### src/wpfc_pkg.sv
// Package: shared types and constants of the wildcard packet filter classifier.
package wpfc_pkg;

	localparam int TableEntries = 8;
	localparam int EntryW = 3;
	localparam int WordSelW = 3;
	localparam int AddrW = EntryW + WordSelW;

	typedef enum logic [2:0] {
		ACT_WRITE = 3'd0,
		ACT_DROP  = 3'd1,
		ACT_TCP   = 3'd2,
		ACT_RTP   = 3'd3,
		ACT_UDP   = 3'd4
	} action_t;

	typedef enum logic [WordSelW-1:0] {
		W_ANY_IP   = 3'd0,
		W_DST_IP   = 3'd1,
		W_SRC_IP   = 3'd2,
		W_ANY_PORT = 3'd3,
		W_DST_PORT = 3'd4,
		W_SRC_PORT = 3'd5,
		W_SSRC     = 3'd6,
		W_FLAGS    = 3'd7
	} word_sel_t;

	localparam logic [1:0] PROTO_TCP = 2'd0;
	localparam logic [1:0] PROTO_UDP = 2'd1;

	localparam logic OP_WRITE    = 1'b0;
	localparam logic OP_CLASSIFY = 1'b1;

	// word travelling down the cell chain with the running search results
	typedef struct packed {
		logic              valid;
		logic              op;
		logic [AddrW-1:0]  waddr;
		logic [31:0]       wdata;
		logic [1:0]        protocol;
		logic              is_ipv6;
		logic [31:0]       src_ip;
		logic [31:0]       dst_ip;
		logic [15:0]       src_port;
		logic [15:0]       dst_port;
		logic              rtp_ok;
		logic [31:0]       rtp_ssrc;
		logic [6:0]        rtp_pt;
		logic              want_rtp;
		logic              raw_hit;
		logic [EntryW-1:0] raw_idx;
		logic              rtp_hit;
		logic [EntryW-1:0] rtp_idx;
	} cell_bus_t;

endpackage

### src/wpfc_cell.sv
// One filter entry cell: holds the entry, applies writes, folds its match into the word.
module wpfc_cell
	import wpfc_pkg::*;
#(
	parameter int IDX = 0
) (
	input  logic       clk,
	input  logic       arst_n,
	input  logic       adv,
	input  logic [3:0] num_filters,
	input  cell_bus_t  bus_i,
	output cell_bus_t  bus_o
);

	logic [31:0] any_ip_q, dst_ip_q, src_ip_q, ssrc_q;
	logic [15:0] any_port_q, dst_port_q, src_port_q;
	logic [2:0]  flags_q;
	logic [6:0]  pt_q;

	logic      wr_en;
	logic      active;
	logic      ip_pass, port_pass, rtp_pass, tuple_pass;
	cell_bus_t bus_s1;
	cell_bus_t nxt;

	assign wr_en = adv && bus_i.valid && (bus_i.op == OP_WRITE) &&
		(bus_i.waddr[AddrW-1:WordSelW] == EntryW'(IDX));
	assign active = 4'(IDX) < num_filters;

	always_ff @(posedge clk or negedge arst_n) begin
		if (!arst_n) begin
			any_ip_q   <= '0;
			dst_ip_q   <= '0;
			src_ip_q   <= '0;
			any_port_q <= '0;
			dst_port_q <= '0;
			src_port_q <= '0;
			ssrc_q     <= '0;
			flags_q    <= '0;
			pt_q       <= '0;
		end else if (wr_en) begin
			unique case (word_sel_t'(bus_i.waddr[WordSelW-1:0]))
				W_ANY_IP:   any_ip_q   <= bus_i.wdata;
				W_DST_IP:   dst_ip_q   <= bus_i.wdata;
				W_SRC_IP:   src_ip_q   <= bus_i.wdata;
				W_ANY_PORT: any_port_q <= bus_i.wdata[15:0];
				W_DST_PORT: dst_port_q <= bus_i.wdata[15:0];
				W_SRC_PORT: src_port_q <= bus_i.wdata[15:0];
				W_SSRC:     ssrc_q     <= bus_i.wdata;
				W_FLAGS: begin
					flags_q <= bus_i.wdata[2:0];
					pt_q    <= bus_i.wdata[14:8];
				end
				default: ;
			endcase
		end
	end

	always_comb begin
		if (bus_i.is_ipv6) begin
			ip_pass = (any_ip_q == '0) && (dst_ip_q == '0) && (src_ip_q == '0);
		end else if (any_ip_q != '0) begin
			ip_pass = (any_ip_q == bus_i.dst_ip) || (any_ip_q == bus_i.src_ip);
		end else begin
			ip_pass = ((dst_ip_q == '0) || (dst_ip_q == bus_i.dst_ip)) &&
				((src_ip_q == '0) || (src_ip_q == bus_i.src_ip));
		end
		if (any_port_q != '0) begin
			port_pass = (any_port_q == bus_i.dst_port) || (any_port_q == bus_i.src_port);
		end else begin
			port_pass = ((dst_port_q == '0) || (dst_port_q == bus_i.dst_port)) &&
				((src_port_q == '0) || (src_port_q == bus_i.src_port));
		end
		rtp_pass = (!flags_q[0] || (ssrc_q == bus_i.rtp_ssrc)) &&
			(!flags_q[1] || (pt_q == bus_i.rtp_pt));
		tuple_pass = active && ip_pass && port_pass;

		nxt = bus_i;
		nxt.want_rtp = bus_i.want_rtp || (active && (flags_q != '0));
		if (!bus_i.raw_hit && tuple_pass) begin
			nxt.raw_hit = 1'b1;
			nxt.raw_idx = EntryW'(IDX);
		end
		if (!bus_i.rtp_hit && tuple_pass && rtp_pass) begin
			nxt.rtp_hit = 1'b1;
			nxt.rtp_idx = EntryW'(IDX);
		end
	end

	always_ff @(posedge clk or negedge arst_n) begin
		if (!arst_n) begin
			bus_s1 <= '0;
		end else if (adv) begin
			bus_s1 <= nxt;
		end
	end

	assign bus_o = bus_s1;

endmodule

### config.mk
export PLATFORM = sky130hd
export DESIGN_NAME = wpfc_cell
export DESIGN_NICKNAME = d
export VERILOG_FILES = /design/src/wpfc_pkg.sv /design/src/wpfc_cell.sv
export SDC_FILE = /design/constraint.sdc
export NUM_CORES = 1
export LEC_CHECK = 0
export BUFFER_PORTS_ARGS = -buffer_cell sky130_fd_sc_hd__buf_2
export CAP_MARGIN = 20
export CORE_AREA = 8 8 224 226
export CTS_BUF_LIST = sky130_fd_sc_hd__clkbuf_8
export DETAILED_ROUTE_END_ITERATION = 6
export DIE_AREA = 0 0 232 234
export GPL_TIMING_DRIVEN = 0
export PLACE_DENSITY_LB_ADDON = 0.1
export SLEW_MARGIN = 20
export SYNTH_ARGS = -nofsm -noshare
export SYNTH_HDL_FRONTEND = slang
export SYNTH_SLANG_ARGS = --single-unit
### constraint.sdc
create_clock -name clk -period 4.4 [get_ports clk]
set_clock_uncertainty 0.15 [all_clocks]
set_input_delay 0.44 -clock clk [delete_from_list [all_inputs] [get_ports clk]]
set_output_delay 0.44 -clock clk [all_outputs]
set_load 0.01 [all_outputs]
==> summary.txt <==
Status
  • Result of the run: finished, final reports clean

Critical path
  • Worst R2R Path Depth: 7
  • Launch instance of the worst register-to-register path: any_ip_q[26]$_DFFE_PN0P_
  • Data arrival time at the worst-slack endpoint: around 3500 ps
  • Worst r2r dst: bus_o[4]$_DFFE_PN0P_
  • Worst EP required: 4730 ps
  • Category of the critical setup timing path: input pin to flip-flop
  • Category of the worst setup path launch point: input pin
  • Largest fanout on the critical path: 5
  • Endpoint type of the worst setup path: flip-flop
  • Worst R2R Setup Slack: 1350 ps

Pwr
  • Cell area power density: 375 nW/um^2
  • Sequential Power Share: 0.456
  • Part of the total power dissipated in combinational logic: 0.165
  • Switching share of power: 0.278
  • Net switching power: 2.37 mW
  • PnR Total Power: 8.52 mW
  • Proportion of power drawn by the clock network: 0.379
  • Max IR drop VDD: roughly 0.23 mV
  • Leakage dissipation: 10.6 nW
  • Int Power: between 6 and 7 mW

STA
  • Worst Max-Slew Pin Slew: 1220 ps
  • Endpoints failing setup: 0
  • Setup repair after global routing missed its margin: false
  • Portion of the clock cycle consumed by the worst path in the final layout: 0.711
  • Max-slew headroom at the worst pin: 0.181
  • Final hold viol count: 0
  • Final critical-path required period: 3130 ps
  • Worst slack on hold paths: ~63 ps
  • Count of pins over their slew limit: 0
  • Fmax: 320 MHz

Synthesis
  • Count of flip-flops with a built-in enable after synthesis: 0
  • Post-Synthesis Cell Area: approximately 17000 um^2
  • Number of synthesized register bits: 374
  • Post-Synthesis Cells: 1179
  • Sequential-to-total area share from yosys stat: 0.549
  • Post-synth ARST share: 1.00
  • Main synth FF type: sky130_fd_sc_hd__dfrtp_1
  • Mapped Avg Cell Area: 14.5 um^2
  • Synth warnings: 0
  • Syn Nets: ~1400
  • Synth unique cells: 41

Cells and area
  • Highest-count cells in the layout ignoring fill and taps: 392 x sky130_fd_sc_hd__buf_2, 374 x sky130_fd_sc_hd__dfrtp_1, 328 x sky130_fd_sc_hd__mux2_2
  • Post-layout nets: 1985
  • Non-filler instance count after layout: 2447
  • P&R area growth vs syn: 33.2%
  • Share of post-route cells with drive strength above 1: 0.479
  • Core utilization of the finished layout: 0.485
  • Most frequent standard cell in the layout excluding fill and tap cells: sky130_fd_sc_hd__buf_2

Min path
  • Endpoint of the worst hold path: src_ip_q[26]$_DFFE_PN0P_
  • Class of the tightest hold or removal check: input pin to flip-flop
  • Startpoint of the most critical hold path: bus_i[174]
  • Count of cells along the worst hold path: 2

Global routing
  • Congestion Overflow GR: 0
  • Pin count of the biggest net entering global routing: just over 90
  • Gr usage total: 0.223
  • Number of antenna violations at the first check in global routing: 4
  • Number of global-route vias before repair: 13396
  • Most used routing layer in global routing: met2
  • Wire length of the first global-routing pass: 89100 um
  • Met1 Resource Use GR: 0.298
  • Global Route met3 Usage: 0.0589
  • GRT met2 Usage: 0.347

CTS
  • Maximum clock insertion buffer count: 3
  • Number of H-tree levels: 3
  • Buffers inserted during post-CTS setup optimization: 0
  • Clk sinks: between 300 and 400
  • Clock buffer count from CTS: 69
  • Clock transition at the registers of the reported paths: ~60 ps
  • Clock latency of the later-clocked register in the worst-skew pair: between 600 and 700 ps
  • # hold bufs at CTS: 155
  • Number of gates resized after cts: 0
  • Clock tree from TritonCTS: built
  • Root Buffer Master: sky130_fd_sc_hd__clkbuf_8

Placement
  • Dpl hpwl: 44800 um
  • Number of cells after detailed placement: roughly 2200
  • Total of buffers placed on input and output ports: 380
  • Routability cong.: ~0.84

Die
  • Effective utilization at floorplan: 0.364
  • Number of top-level pins: approximately 380
  • Die area: 54300 um^2
  • Total number of placement rows: 80
  • Total core area: 46800 um^2
  • Die Wd: ~230 um
  • Chip height: 234 um

Drt
  • Total detailed-routing wirelength: approximately 60000 um
  • Number of search-and-repair iterations in the first detailed-routing pass: 5
  • DRT iter0 DRCs: 612
  • Antenna violation net count after detailed routing: 0
  • Post-detailed-route DRC marker count: 0
  • Detail-routed net length per standard cell: 24.8 um
  • Vias post-DR: 12296
  • Via/cell ratio: 5.02

Flow run
  • Max-Cap Viols: 0
==> cell families (layout without fill, tap and decap cells) <==
| family | count (synthesis) | count (layout) | share of synthesized area |
|---|---|---|---|
| flip-flops | 374 | 374 | 0.549 |
| multiplexers | 373 | 373 | 0.252 |
| XOR/XNOR | 231 | 231 | 0.119 |
| AND/OR/NAND/NOR | 144 | 144 | 0.0573 |
| buffers and inverters | 40 | 689 | 0.0157 |
| AO/OA/AOI/OAI | 17 | 17 | 0.00705 |
| other | 0 | 4 | 0 |
==> how the worst max path moves through the flow <==
stage	startpoint	end
2_1_floorplan	bus_i[186]	src_ip_q[0]$_DFFE_PN0P_
3_3_place_gp	arst_n	bus_o[139]$_DFFE_PN0P_
3_5_place_dp	adv	bus_o[84]$_DFFE_PN0P_
4_1_cts	src_ip_q[19]$_DFFE_PN0P_	bus_o[1]$_DFFE_PN0P_
5_1_grt	bus_i[117]	bus_o[6]$_DFFE_PN0P_
6_report	bus_i[139]	bus_o[4]$_DFFE_PN0P_
==> Yosys cell counts, types with 2 or more instances <==
cell / n / share of area
sky130_fd_sc_hd__buf_6: 11 / 0.0073
sky130_fd_sc_hd__clkbuf_1: 10 / 0.0022
sky130_fd_sc_hd__xnor2_1: 163 / 0.084
sky130_fd_sc_hd__a22oi_1: 2 / 0.00088
sky130_fd_sc_hd__a31oi_1: 5 / 0.0018
sky130_fd_sc_hd__dfrtp_1: 374 / 0.55
sky130_fd_sc_hd__mux2_4: 30 / 0.026
sky130_fd_sc_hd__nand4_1: 54 / 0.020
sky130_fd_sc_hd__mux2_2: 328 / 0.22
sky130_fd_sc_hd__nand3b_4: 2 / 0.0023
sky130_fd_sc_hd__nor3b_4: 2 / 0.0022
sky130_fd_sc_hd__xor2_1: 68 / 0.035
sky130_fd_sc_hd__mux2i_1: 8 / 0.0047
sky130_fd_sc_hd__a21oi_1: 4 / 0.0012
sky130_fd_sc_hd__nor4_1: 64 / 0.023
sky130_fd_sc_hd__buf_2: 13 / 0.0038
sky130_fd_sc_hd__mux2_1: 7 / 0.0046
sky130_fd_sc_hd__nand2_1: 3 / 0.00066
sky130_fd_sc_hd__buf_4: 5 / 0.0022
sky130_fd_sc_hd__nor2_1: 5 / 0.0011
==> final cells by class <==
type / count / area [um^2]
clock inverters: 24 / 123
well taps: 615 / 769
plain buffers: 39 / 264
inverters: 1 / 3.75
clock buffers: 85 / 1170
repair buffers: 540 / 3580
fillers: 4275 / 24100
diodes: 4 / 10.0
flip-flops and latches: 374 / 9360
multi-input cells: 765 / 7430
==> sequential cells by signal, summed over array words and instances (netlist names) <==
| signal | count |
|---|---|
| flags_q | 3 |
| bus_o | 188 |
| pt_q | 7 |
| src_port_q | 16 |
| ssrc_q | 32 |
| any_ip_q | 32 |
| dst_port_q | 16 |
| any_port_q | 16 |
| dst_ip_q | 32 |
| src_ip_q | 32 |
==> routing by layer <==
metal / part of all wire / wire length (um) / up-vias
met5: 0 / 0 / -
met4: 0.027 / 1670 / 0
met3: 0.075 / 4550 / 102
met2: 0.46 / 28000 / 423
met1: 0.44 / 26500 / 6260
li1: - / - / 5511
==> per-stage QoR <==
step,worst slack (ps),setup TNS [ps],area (um^2)
after CTS,1400,0,22700
after detailed placement,1070,0,19900
final,1270,0,22700
after floorplan,2230,0,17100
after global placement,-4980,-1840940,19700
after global routing,1260,0,22700
==> power by group through the flow <==
stage | combinational, mW | sequential [mW] | clock, mW
floorplan | 0.546 | 3.99 | 0
global placement | 1.29 | 3.93 | 0
detailed placement | 1.32 | 3.94 | 0
CTS | 1.43 | 3.88 | 3.35
global route | 1.52 | 3.92 | 3.50
finish | 1.41 | 3.88 | 3.23
==> worst max-delay path: stages <==
cell                            delay [ps]
sky130_fd_sc_hd__dlygate4sd3_1         530
sky130_fd_sc_hd__buf_2                 160
sky130_fd_sc_hd__xnor2_1               300
sky130_fd_sc_hd__nand4_1               150
sky130_fd_sc_hd__nor4_1                370
sky130_fd_sc_hd__a22oi_1               120
sky130_fd_sc_hd__nor3_1                950
sky130_fd_sc_hd__or2_1                 310
sky130_fd_sc_hd__a31oi_1               120
Power figures use the tool's default switching activity.
